[src/hdl/fixed_partition_fit_allocator_top_defines.svh]
// Assertion macros for the partition fit allocator.
// Expects clk and rst in the scope of the including module.
`ifndef FIXED_PARTITION_FIT_ALLOCATOR_TOP_DEFINES_SVH
`define FIXED_PARTITION_FIT_ALLOCATOR_TOP_DEFINES_SVH

// same-cycle implication
`define FPFA_ASSERT_SAME(label, ante, cons, msg) \
  label: assert property (@(posedge clk) disable iff (rst) (ante) |-> (cons)) \
    else $error(msg);

// next-cycle implication
`define FPFA_ASSERT_NEXT(label, ante, cons, msg) \
  label: assert property (@(posedge clk) disable iff (rst) (ante) |=> (cons)) \
    else $error(msg);

`endif

[src/hdl/fpfa_pkg.sv]
// Shared constants and types for the partition fit allocator.
// No dependencies; used by fpfa_cell and the top level.
package fpfa_pkg;

  localparam int PARTITION_COUNT_DEF = 16;
  localparam int SIZE_BITS_DEF       = 16;

  localparam int OP_W       = 2;
  localparam int SLOT_W     = 4;
  localparam int AMOUNT_W   = 16;
  localparam int WASTE_W    = 20;
  localparam int POLICY_W   = 2;
  localparam int LIMIT_W    = 5;
  localparam int CFG_IDX_W  = 2;
  localparam int CFG_DATA_W = 5;

  localparam logic [OP_W-1:0] OP_LOAD  = 2'd0;
  localparam logic [OP_W-1:0] OP_ALLOC = 2'd1;
  localparam logic [OP_W-1:0] OP_CLEAR = 2'd2;

  localparam logic [POLICY_W-1:0] POLICY_FIRST = 2'd0;
  localparam logic [POLICY_W-1:0] POLICY_BEST  = 2'd1;
  localparam logic [POLICY_W-1:0] POLICY_WORST = 2'd2;

  localparam logic [CFG_IDX_W-1:0] REG_FIT_POLICY = 2'd0;
  localparam logic [CFG_IDX_W-1:0] REG_PARTS_USED = 2'd1;

  localparam logic [LIMIT_W-1:0]  LIMIT_RESET = 5'd16;
  localparam logic [WASTE_W-1:0]  WASTE_MAX   = 20'hFFFFF;
  localparam logic [AMOUNT_W-1:0] LEFT_MAX    = 16'hFFFF;

  typedef struct packed {
    logic valid;
    logic found;
  } tok_ctl_t;

endpackage

[src/hdl/fpfa_cell.sv]
// One partition cell: size entry, used flag and one stage of the search token.
// Depends on fpfa_pkg.
module fpfa_cell #(
  parameter int CELL_INDEX = 0,
  parameter int SIZE_BITS  = fpfa_pkg::SIZE_BITS_DEF,
  parameter int IDX_W      = 4
) (
  input  logic                            clk,
  input  logic                            rst,
  input  logic [fpfa_pkg::POLICY_W-1:0]   policy,
  input  logic [fpfa_pkg::LIMIT_W-1:0]    limit,
  input  logic                            wr_en,
  input  logic [fpfa_pkg::SLOT_W-1:0]     wr_slot,
  input  logic [SIZE_BITS-1:0]            wr_size,
  input  logic                            clr,
  input  logic                            mark_en,
  input  logic [IDX_W-1:0]                mark_idx,
  input  fpfa_pkg::tok_ctl_t              ctl_in,
  input  logic [IDX_W-1:0]                idx_in,
  input  logic [SIZE_BITS-1:0]            size_in,
  input  logic [fpfa_pkg::AMOUNT_W-1:0]   req_in,
  output fpfa_pkg::tok_ctl_t              ctl_out,
  output logic [IDX_W-1:0]                idx_out,
  output logic [SIZE_BITS-1:0]            size_out,
  output logic [fpfa_pkg::AMOUNT_W-1:0]   req_out
);

  localparam int CMP_W = (SIZE_BITS > fpfa_pkg::AMOUNT_W) ? SIZE_BITS : fpfa_pkg::AMOUNT_W;
  localparam logic [31:0]      MY_POS = 32'(CELL_INDEX);
  localparam logic [IDX_W-1:0] MY_IDX = IDX_W'(CELL_INDEX);

  logic [SIZE_BITS-1:0] part_size;
  logic                 used;
  logic                 here_wr;
  logic                 here_mark;
  logic                 in_range;
  logic                 fits;
  logic                 better;
  logic                 take;

  assign here_wr   = wr_en && (32'(wr_slot) == MY_POS);
  assign here_mark = mark_en && (32'(mark_idx) == MY_POS);
  assign in_range  = 32'(limit) > MY_POS;
  assign fits      = CMP_W'(part_size) >= CMP_W'(req_in);
  assign better    = !ctl_in.found
                  || ((policy == fpfa_pkg::POLICY_BEST) && (part_size < size_in))
                  || ((policy == fpfa_pkg::POLICY_WORST) && (part_size > size_in));
  assign take      = ctl_in.valid && in_range && !used && fits && better;

  always_ff @(posedge clk) begin
    if (here_wr) begin
      part_size <= wr_size;
    end
  end

  always_ff @(posedge clk) begin
    if (rst) begin
      used <= 1'b0;
    end else if (clr) begin
      used <= 1'b0;
    end else if (here_mark) begin
      used <= 1'b1;
    end
  end

  always_ff @(posedge clk) begin
    if (rst) begin
      ctl_out <= '0;
    end else begin
      ctl_out.valid <= ctl_in.valid;
      ctl_out.found <= ctl_in.found | take;
    end
    idx_out  <= take ? MY_IDX : idx_in;
    size_out <= take ? part_size : size_in;
    req_out  <= req_in;
  end

endmodule

[src/hdl/fixed_partition_fit_allocator_top.sv]
// Partition fit allocator top level: config registers, control FSM, cell row.
// Depends on fpfa_pkg, fpfa_cell and fixed_partition_fit_allocator_top_defines.svh.
//
// channel  dir  handshake             payload
// in       in   in_valid / in_ready   op, slot, amount
// out      out  out_valid / out_ready granted, chosen_slot, leftover, total_waste
// cfg      in   cfg_valid / cfg_ready cfg_index, cfg_data
//
// Allocate: the search token walks the cell row one cell per cycle; the scan state
// then captures the token and the put state registers the result once the output is free.
// Load, clear and unknown ops go from accept to the put state, which registers the result.
// A new item is taken once the previous result is registered; it may be accepted
// while that result still waits on out_ready. Reset clears used flags, waste sum
// and config; size entries are not cleared. cfg_ready is always high.
`include "fixed_partition_fit_allocator_top_defines.svh"

module fixed_partition_fit_allocator_top #(
  parameter int PARTITION_COUNT = fpfa_pkg::PARTITION_COUNT_DEF,
  parameter int SIZE_BITS       = fpfa_pkg::SIZE_BITS_DEF
) (
  input  logic                              clk,
  input  logic                              rst,
  input  logic                              in_valid,
  output logic                              in_ready,
  input  logic [fpfa_pkg::OP_W-1:0]         op,
  input  logic [fpfa_pkg::SLOT_W-1:0]       slot,
  input  logic [fpfa_pkg::AMOUNT_W-1:0]     amount,
  output logic                              out_valid,
  input  logic                              out_ready,
  output logic                              granted,
  output logic [fpfa_pkg::SLOT_W-1:0]       chosen_slot,
  output logic [fpfa_pkg::AMOUNT_W-1:0]     leftover,
  output logic [fpfa_pkg::WASTE_W-1:0]      total_waste,
  input  logic                              cfg_valid,
  output logic                              cfg_ready,
  input  logic [fpfa_pkg::CFG_IDX_W-1:0]    cfg_index,
  input  logic [fpfa_pkg::CFG_DATA_W-1:0]   cfg_data
);

  localparam int IDX_W = (PARTITION_COUNT > 1) ? $clog2(PARTITION_COUNT) : 1;
  localparam int DIFF_W = (SIZE_BITS > fpfa_pkg::AMOUNT_W) ? SIZE_BITS : fpfa_pkg::AMOUNT_W;
  localparam int SUM_W = ((DIFF_W > fpfa_pkg::WASTE_W) ? DIFF_W : fpfa_pkg::WASTE_W) + 1;

  typedef enum logic [1:0] {
    ST_IDLE,
    ST_SCAN,
    ST_PUT
  } state_t;

  state_t                          state;
  logic [fpfa_pkg::POLICY_W-1:0]   policy;
  logic [fpfa_pkg::LIMIT_W-1:0]    limit;
  logic [fpfa_pkg::WASTE_W-1:0]    waste;
  logic                            pend_found;
  logic [IDX_W-1:0]                pend_idx;
  logic [SIZE_BITS-1:0]            pend_size;
  logic [fpfa_pkg::AMOUNT_W-1:0]   pend_req;

  fpfa_pkg::tok_ctl_t              tok_ctl  [0:PARTITION_COUNT];
  logic [IDX_W-1:0]                tok_idx  [0:PARTITION_COUNT];
  logic [SIZE_BITS-1:0]            tok_size [0:PARTITION_COUNT];
  logic [fpfa_pkg::AMOUNT_W-1:0]   tok_req  [0:PARTITION_COUNT];

  logic                            in_fire;
  logic                            out_free;
  logic                            put_fire;
  logic                            wr_en;
  logic                            clr;
  logic                            mark_en;
  logic                            tok_busy;
  logic [DIFF_W-1:0]               diff;
  logic [SUM_W-1:0]                sum;
  logic [fpfa_pkg::WASTE_W-1:0]    waste_next;
  logic [fpfa_pkg::AMOUNT_W-1:0]   left_sat;

  assign in_ready  = (state == ST_IDLE);
  assign cfg_ready = 1'b1;
  assign in_fire   = in_valid && in_ready;
  assign out_free  = !out_valid || out_ready;
  assign put_fire  = (state == ST_PUT) && out_free;
  assign wr_en     = in_fire && (op == fpfa_pkg::OP_LOAD);
  assign clr       = in_fire && (op == fpfa_pkg::OP_CLEAR);
  assign mark_en   = put_fire && pend_found;

  assign tok_ctl[0]  = '{valid: in_fire && (op == fpfa_pkg::OP_ALLOC), found: 1'b0};
  assign tok_idx[0]  = '0;
  assign tok_size[0] = '0;
  assign tok_req[0]  = amount;

  for (genvar i = 0; i < PARTITION_COUNT; i++) begin : g_cell
    fpfa_cell #(
      .CELL_INDEX (i),
      .SIZE_BITS  (SIZE_BITS),
      .IDX_W      (IDX_W)
    ) u_cell (
      .clk      (clk),
      .rst      (rst),
      .policy   (policy),
      .limit    (limit),
      .wr_en    (wr_en),
      .wr_slot  (slot),
      .wr_size  (SIZE_BITS'(amount)),
      .clr      (clr),
      .mark_en  (mark_en),
      .mark_idx (pend_idx),
      .ctl_in   (tok_ctl[i]),
      .idx_in   (tok_idx[i]),
      .size_in  (tok_size[i]),
      .req_in   (tok_req[i]),
      .ctl_out  (tok_ctl[i+1]),
      .idx_out  (tok_idx[i+1]),
      .size_out (tok_size[i+1]),
      .req_out  (tok_req[i+1])
    );
  end

  always_comb begin
    tok_busy = 1'b0;
    for (int i = 1; i <= PARTITION_COUNT; i++) begin
      tok_busy = tok_busy | tok_ctl[i].valid;
    end
  end

  assign diff       = DIFF_W'(pend_size) - DIFF_W'(pend_req);
  assign sum        = SUM_W'(waste) + SUM_W'(diff);
  assign waste_next = (sum > SUM_W'(fpfa_pkg::WASTE_MAX)) ? fpfa_pkg::WASTE_MAX
                                                          : sum[fpfa_pkg::WASTE_W-1:0];
  assign left_sat   = (diff > DIFF_W'(fpfa_pkg::LEFT_MAX)) ? fpfa_pkg::LEFT_MAX
                                                           : diff[fpfa_pkg::AMOUNT_W-1:0];

  always_ff @(posedge clk) begin
    if (rst) begin
      state     <= ST_IDLE;
      out_valid <= 1'b0;
      waste     <= '0;
      policy    <= fpfa_pkg::POLICY_FIRST;
      limit     <= fpfa_pkg::LIMIT_RESET;
    end else begin
      if (cfg_valid && (cfg_index == fpfa_pkg::REG_FIT_POLICY)) begin
        policy <= cfg_data[fpfa_pkg::POLICY_W-1:0];
      end
      if (cfg_valid && (cfg_index == fpfa_pkg::REG_PARTS_USED)) begin
        limit <= cfg_data[fpfa_pkg::LIMIT_W-1:0];
      end
      if (out_valid && out_ready && !put_fire) begin
        out_valid <= 1'b0;
      end
      case (state)
        ST_IDLE: begin
          if (in_fire) begin
            pend_found <= 1'b0;
            if (op == fpfa_pkg::OP_ALLOC) begin
              state <= ST_SCAN;
            end else begin
              if (op == fpfa_pkg::OP_CLEAR) begin
                waste <= '0;
              end
              state <= ST_PUT;
            end
          end
        end
        ST_SCAN: begin
          if (tok_ctl[PARTITION_COUNT].valid) begin
            pend_found <= tok_ctl[PARTITION_COUNT].found;
            pend_idx   <= tok_idx[PARTITION_COUNT];
            pend_size  <= tok_size[PARTITION_COUNT];
            pend_req   <= tok_req[PARTITION_COUNT];
            state      <= ST_PUT;
          end
        end
        ST_PUT: begin
          if (out_free) begin
            out_valid   <= 1'b1;
            granted     <= pend_found;
            chosen_slot <= pend_found ? fpfa_pkg::SLOT_W'(pend_idx) : '0;
            leftover    <= pend_found ? left_sat : '0;
            total_waste <= pend_found ? waste_next : waste;
            if (pend_found) begin
              waste <= waste_next;
            end
            state <= ST_IDLE;
          end
        end
        default: begin
          state <= ST_IDLE;
        end
      endcase
    end
  end

  `FPFA_ASSERT_SAME(a_token_only_in_scan, tok_busy, state == ST_SCAN, "search token outside scan")
  `FPFA_ASSERT_SAME(a_grant_fits, (state == ST_PUT) && pend_found, DIFF_W'(pend_size) >= DIFF_W'(pend_req), "granted partition smaller than request")
  `FPFA_ASSERT_NEXT(a_waste_grows, state != ST_IDLE, waste >= $past(waste), "waste sum dropped outside a clear")
  `FPFA_ASSERT_NEXT(a_put_drives_out, put_fire, out_valid && (state == ST_IDLE), "result beat not presented after put")

endmodule
[config.mk]
export PLATFORM = sky130hd
export DESIGN_NAME = fixed_partition_fit_allocator_top
export DESIGN_NICKNAME = d
export VERILOG_FILES = /design/src/hdl/fpfa_pkg.sv /design/src/hdl/fpfa_cell.sv /design/src/hdl/fixed_partition_fit_allocator_top.sv
export VERILOG_INCLUDE_DIRS = /design/src /design/src/hdl
export SDC_FILE = /design/constraint.sdc
export NUM_CORES = 2
export LEC_CHECK = 0
export BUFFER_PORTS_ARGS = -buffer_cell sky130_fd_sc_hd__buf_2
export CORE_MARGIN = 2
export CORE_UTILIZATION = 60
export DETAILED_ROUTE_END_ITERATION = 7
export PLACE_DENSITY = 0.77
export SETUP_SLACK_MARGIN = 0.3
export SYNTH_ARGS = -nofsm -noshare
export SYNTH_HDL_FRONTEND = slang
export SYNTH_HIERARCHICAL = 1
export SYNTH_SLANG_ARGS = --single-unit
[constraint.sdc]
create_clock -name clk -period 13.7 [get_ports clk]
set_clock_uncertainty 0.2 [all_clocks]
set_input_delay 4.11 -clock clk [delete_from_list [all_inputs] [get_ports clk]]
set_output_delay 4.11 -clock clk [all_outputs]
set_load 0.01 [all_outputs]
Yosys cells after proc, flatten, opt, wreduce, memory -nomap -nowiden
Cells that the tools add are included.
{"block": "totals", "inputBits": 34, "ff_bits": 973, "wordCells": 494, "out_inout_bits": 44}
{"block": "op_classes", "n_reduce_logical": 212, "addsub": 2, "muxes": 34, "n_eq_ne": 42, "magnitude_cmp": 64, "n_bitwise": 16}
{"operator": "16-bit greater-or-equal comparator", "n": 16}
{"operator": "16-bit two-way mux", "n": 16}
{"operator": "16-bit greater-than comparator", "n": 15}
{"operator": "16-bit < comparator", "n": 15}
{"operator": "1-bit logical AND", "n": 135}
{"operator": "20-bit two-way mux", "n": 6}
{"operator": "4-bit == test (second input constant)", "n": 16}
{"operator": "5-bit by 4-bit greater-than comparator with 1-bit output (second input constant)", "n": 8}
{"operator": "20-bit one-hot mux with 2 select lines", "n": 1}
{"operator": "1-bit logical NOT", "n": 33}
{"operator": "4-bit by 3-bit == test with 1-bit output (second input constant)", "n": 8}
{"operator": "1-bit logical OR", "n": 31}
{"operator": "20-bit by 16-bit adder with 21-bit output", "n": 1}
{"operator": "21-bit by 20-bit greater-than comparator with 1-bit output (second input constant)", "n": 1}
{"operator": "5-bit by 3-bit greater-than comparator with 1-bit output (second input constant)", "n": 4}
{"operator": "4-bit by 2-bit == test with 1-bit output (second input constant)", "n": 4}
{"operator": "16-bit greater-than comparator (second input constant)", "n": 1}
{"operator": "16-bit subtractor", "n": 1}
{"operator": "1-bit OR", "n": 15}
{"operator": "5-bit by 1-bit greater-than comparator with 1-bit output (second input constant)", "n": 2}
{"operator": "5-bit by 2-bit greater-than comparator with 1-bit output (second input constant)", "n": 2}
{"operator": "3-bit AND reduction", "n": 3}
{"operator": "2-bit by 1-bit == test with 1-bit output (second input constant)", "n": 4}
{"operator": "4-bit by 1-bit == test with 1-bit output (second input constant)", "n": 2}
{"operator": "other kinds (14)", "n": 30}

Depth between registers and ports, before layout
{"block": "logic_depth", "ltp_word": 8, "mapped_depth": 19}

Cells and area by module
The synthesis kept the hierarchy.
{"module": "fixed_partition_fit_allocator_top", "seq_area_each_um2": 2942.8, "cells_per_inst": 519, "area_per_inst_um2": 5686.7, "n_inst": 1}
{"module": "fpfa_cell (g_cell[12].u_cell)", "seq_area_each_um2": 1261.2, "cells_per_inst": 207, "area_per_inst_um2": 2497.4, "n_inst": 1}
{"module": "fpfa_cell (g_cell[2].u_cell)", "seq_area_each_um2": 1261.2, "cells_per_inst": 206, "area_per_inst_um2": 2487.4, "n_inst": 1}
{"module": "fpfa_cell (g_cell[0].u_cell)", "seq_area_each_um2": 1261.2, "cells_per_inst": 207, "area_per_inst_um2": 2486.1, "n_inst": 1}
{"module": "fpfa_cell (g_cell[6].u_cell)", "seq_area_each_um2": 1261.2, "cells_per_inst": 206, "area_per_inst_um2": 2486.1, "n_inst": 1}
{"module": "fpfa_cell (g_cell[10].u_cell)", "seq_area_each_um2": 1261.2, "cells_per_inst": 206, "area_per_inst_um2": 2476.1, "n_inst": 1}
{"module": "fpfa_cell (g_cell[14].u_cell)", "seq_area_each_um2": 1261.2, "cells_per_inst": 207, "area_per_inst_um2": 2476.1, "n_inst": 1}
{"module": "fpfa_cell (g_cell[4].u_cell)", "seq_area_each_um2": 1261.2, "cells_per_inst": 211, "area_per_inst_um2": 2474.9, "n_inst": 1}
{"module": "fpfa_cell (g_cell[9].u_cell)", "seq_area_each_um2": 1261.2, "cells_per_inst": 206, "area_per_inst_um2": 2452.4, "n_inst": 1}
{"module": "fpfa_cell (g_cell[8].u_cell)", "seq_area_each_um2": 1261.2, "cells_per_inst": 206, "area_per_inst_um2": 2451.1, "n_inst": 1}
{"module": "fpfa_cell (g_cell[13].u_cell)", "seq_area_each_um2": 1261.2, "cells_per_inst": 204, "area_per_inst_um2": 2433.6, "n_inst": 1}
{"module": "fpfa_cell (g_cell[7].u_cell)", "seq_area_each_um2": 1261.2, "cells_per_inst": 203, "area_per_inst_um2": 2431.1, "n_inst": 1}
{"module": "fpfa_cell (g_cell[1].u_cell)", "seq_area_each_um2": 1261.2, "cells_per_inst": 203, "area_per_inst_um2": 2429.8, "n_inst": 1}
{"module": "fpfa_cell (g_cell[11].u_cell)", "seq_area_each_um2": 1261.2, "cells_per_inst": 203, "area_per_inst_um2": 2428.6, "n_inst": 1}
{"module": "3 more rows"}

Worst setup path before layout
Ideal clock, no wire load.
{"block": "synth_timing", "path_kind": "input to register", "start": "input rst", "end": "register pend_idx[0] (enable)", "path_stages": 2, "required_ps": 12968, "arrival_ps": 8090, "path_slack_ps": 4878, "cell_sequence": "clkbuf_1 -> nor4b_1"}
{"block": "synth_between", "elab_chain_cells": 2}
{"item": "from (decl)", "line": "fixed_partition_fit_allocator_top.sv:22", "text": "input logic rst,"}
{"item": "1-bit inverter (no line)"}
{"item": "3-bit AND reduction (no line)"}
{"item": "to (signal assigned)", "line": "fixed_partition_fit_allocator_top.sv:165", "text": "pend_idx <= tok_idx[PARTITION_COUNT];"}
{"item": "to (decl)", "line": "fixed_partition_fit_allocator_top.sv:55", "text": "logic [IDX_W-1:0] pend_idx;"}
Every way passes these cells.
A chain may end at the register's enable or synchronous reset.

Worst setup path in the final report
{"block": "layout_timing", "start": "input amount[2] in the netlist's numbering", "end": "register g_cell[0].u_cell.size_out[8]"}
{"block": "layout_between", "elab_chain_cells": 2}
{"item": "from (decl)", "line": "fixed_partition_fit_allocator_top.sv:27", "text": "input logic [fpfa_pkg::AMOUNT_W-1:0] amount,"}
{"item": "16-bit greater-or-equal comparator", "line": "fpfa_cell.sv:44", "text": "assign fits = CMP_W'(part_size) >= CMP_W'(req_in);"}
{"item": "1-bit logical AND", "line": "fpfa_cell.sv:48", "text": "assign take = ctl_in.valid && in_range && !used && fits && better;"}
{"item": "to (signal assigned)", "line": "fpfa_cell.sv:74", "text": "size_out <= take ? part_size : size_in;"}
{"item": "to (decl)", "line": "fpfa_cell.sv:24", "text": "output logic [SIZE_BITS-1:0] size_out,"}
Every way passes these cells.

==> flow_summary.json <==
{
  "status": "finished, final reports clean",
  "synth_async_sr_flop_share": 0,
  "final_common_cell": "dfxtp_1",
  "gp_congestion": 0.8860,
  "hold_violations": 0,
  "worst-slew-pin-transition_ps": 1252,
  "remaining_drc_errors": 0,
  "grt.overflow.total": 0,
  "worstHoldPathType": "reg2reg",
  "final_antenna_net_count": 0,
  "power_density_nw_per_um2": 128.5,
  "dieHeight_um": 277.8,
  "fin_area_um2": 49920,
  "antenna_found_initial": 2,
  "die_w_um": 277.8,
  "dpl.hpwl_um": 73540,
  "path_class": "in2reg",
  "nNetsFinal": 4577,
  "drv_slew": 0,
  "tritoncts": "done",
  "grt_max_degree": 58,
  "drive_above_1_share": 0.1448,
  "cts_resized": 0,
  "r2r_setup_slack_ps": 8950,
  "slowest_delay_ps": 540,
  "vias": 28500,
  "htree_num_levels": 3,
  "synth_ff_type": "dfxtp_1",
  "clockBufferDepth": 3,
  "areaGrowthSynthToFinish_pct": 11.00,
  "min-delay-start": "g_cell[9].u_cell/req_out[3]",
  "synth_area_um2": 44970,
  "root_buffer": "clkbuf_16",
  "rows": 100,
  "portBuffers": 76,
  "cp.required_ps": 14050,
  "pre_cts_slack_ps": 6615,
  "r2r-end": "total_waste[11]",
  "whs_endpoint": "g_cell[10].u_cell/req_out[3]",
  "fill_cells": 5360,
  "routed_via_density": 5.644,
  "worstPathMaxFanout": 20,
  "grt_use_total": 0.2642,
  "synth_seq_cells": 988,
  "wl_um": 102000,
  "drt-pass1-iter-count": 5,
  "period_needed_ps": 6478,
  "r2r_start": "pend_size[1]",
  "maxCapViolCount": 0,
  "finalSetupTns_ps": 0,
  "yosys_warnings": 6,
  "power_uw": 6412,
  "ff2ff_path_depth": 15,
  "fin_util": 0.6717,
  "avgSynthCellArea_um2": 11.83,
  "slowest_stage": "buf_2",
  "path_cells": "buf_2 > inv_1 > ha_1 > a211oi_1 > o21ai_0 > a221oi_1 > o2bb2ai_4 > o31ai_4 > mux2_4",
  "hold_buffers": 0,
  "clock-sinks": 988,
  "postPlaceCellArea_um2": 46530,
  "slew_headroom": 0.1653,
  "rsz0062_at_grt": "no",
  "clock_latency_ps": 680,
  "setup_ws_ps": 7222,
  "grt_pass1_wl_um": 158800,
  "die-area_um2": 77160,
  "numCtsBuffers": 99,
  "finalCritPeriodShare": 0.4729,
  "fmax_ghz": 0.1544,
  "layout_common_cells": "653 x dfxtp_1, 574 x inv_1, 546 x ha_1",
  "cp-start-kind": "input pin",
  "ys_types": 108,
  "leakage_uw": 0.02294,
  "grt_pass1_vias": 28960,
  "end_kind": "flip-flop",
  "setup_viol": 0,
  "ys_seq_area_frac": 0.5141,
  "drt_iter0_drc": 2009,
  "min_path_cells": 0,
  "cts_setup_buffers": 0,
  "crit_arrival_ps": 6830,
  "initial_core_util": 0.6051,
  "synthCells": 3802,
  "ir_drop_mv": 0.1263,
  "synth_edf_count": 334,
  "diodes": 0,
  "wl_per_cell_um": 20.20,
  "clkTransAtPathRegs_ps": 60,
  "core_area_um2": 74320,
  "ios": 78
}
where the power goes:
group	total, uW	leakage [uW]	internal, uW	switching [uW]
Sequential	3220	0.00851	3140	76.8
Clock	2780	0.00167	1640	1150
Combinational	408	0.0128	185	224
stage by stage:
step | instances | hold slack (ps)
4_1_cts | 5050 | 143.2
2_1_floorplan | 3839 | 130.8
3_5_place_dp | 4863 | 136.6
3_3_place_gp | 4863 | 135.6
6_report | 5050 | 147.8
5_1_grt | 5050 | 152.1
final cells by class:
type | count | area [um^2] | area share
Multi-Input combinational cell | 2224 | 19430 | 0.3892
Timing Repair Buffer | 106 | 605.6 | 0.01213
Clock buffer | 137 | 2740 | 0.05489
Clock inverter | 50 | 649.4 | 0.01301
Inverter | 576 | 2162 | 0.04331
Tap cell | 969 | 1212 | 0.02429
Sequential cell | 988 | 23120 | 0.4632
worst max-delay path, delay by kind of cell:
| kind | cells | cell delay [ps] |
|---|---|---|
| buf+inv | 2 | 640 |
| compound gates | 5 | 1360 |
| fa+ha+maj | 1 | 340 |
| mux | 1 | 360 |
routing by layer:
| layer | GRT usage | vias up | routed length [um] |
|---|---|---|---|
| met5 | 0 | - | 0 |
| met3 | 0.03133 | 231 | 4933 |
| li1 | - | 13800 | - |
| met2 | 0.4587 | 752 | 49760 |
| met1 | 0.3330 | 13730 | 42980 |
| met4 | 0.1130 | 0 | 4318 |
cell usage after synthesis (9+ instances only):
cell type | instances | area, um^2
a2111oi_0 | 11 | 96.34
a211oi_1 | 34 | 255.2
a21o_1 | 43 | 322.8
a21oi_1 | 218 | 1091
a221oi_1 | 13 | 113.9
a31oi_1 | 16 | 100.1
and2_1 | 57 | 356.6
and4_1 | 9 | 78.83
buf_6 | 35 | 394.1
clkbuf_1 | 9 | 33.78
dfxtp_1 | 654 | 13090
edfxtp_1 | 334 | 10030
ha_1 | 546 | 6832
inv_1 | 575 | 2158
mux2_1 | 14 | 157.7
mux2_2 | 17 | 191.4
mux2_4 | 227 | 3408
nand2_1 | 195 | 732.0
nand2b_1 | 48 | 300.3
nand3_1 | 31 | 155.2
nand4_1 | 49 | 306.5
nor2_1 | 123 | 461.7
nor2b_1 | 41 | 256.5
nor3_1 | 57 | 285.3
nor4_1 | 13 | 81.33
o21a_1 | 31 | 232.7
o21ai_0 | 65 | 325.3
o21ai_1 | 9 | 45.04
o221ai_1 | 28 | 245.2
o22a_1 | 15 | 131.4
o31ai_1 | 12 | 90.09
or2_2 | 11 | 68.82
or4_1 | 9 | 67.56
xnor2_1 | 16 | 140.1
xor2_1 | 12 | 105.1
state kept, by name (all words and copies together), names as in the netlist, 2 cells and up:
name / cells
total_waste: 20
g_cell.u_cell/part_size: 256
pend_size: 16
g_cell.u_cell/used: 16
g_cell.u_cell/idx_out: 64
policy: 2
g_cell.u_cell/ctl_out: 32
leftover: 16
pend_req: 16
state: 2
g_cell.u_cell/size_out: 256
limit: 5
pend_idx: 4
chosen_slot: 4
waste: 20
g_cell.u_cell/req_out: 256
worst max path at each step:
stage          slack (ps)  startpoint  cells past startpoint                       endpoint
2_1_floorplan        4880         rst                      2                    pend_idx[0]
3_3_place_gp         6700   amount[2]                      9   g_cell[0].u_cell/size_out[4]
3_5_place_dp         6620   amount[2]                      9   g_cell[0].u_cell/size_out[5]
4_1_cts              7290   amount[2]                      9  g_cell[0].u_cell/size_out[14]
5_1_grt              7160   amount[2]                      9   g_cell[0].u_cell/size_out[8]
6_report             7220   amount[2]                      9   g_cell[0].u_cell/size_out[8]
cell families after synthesis:
family,synth area share
AND/OR/NAND/NOR,0.08458
multiplexers,0.08510
buffers and inverters,0.05842
flip-flops,0.5141
XOR/XNOR,0.005453
adder cells (fa/ha/maj),0.1528
AO/OA/AOI/OAI,0.09935
other,0.0001670
No activity file was read; power rests on OpenSTA's default activity.
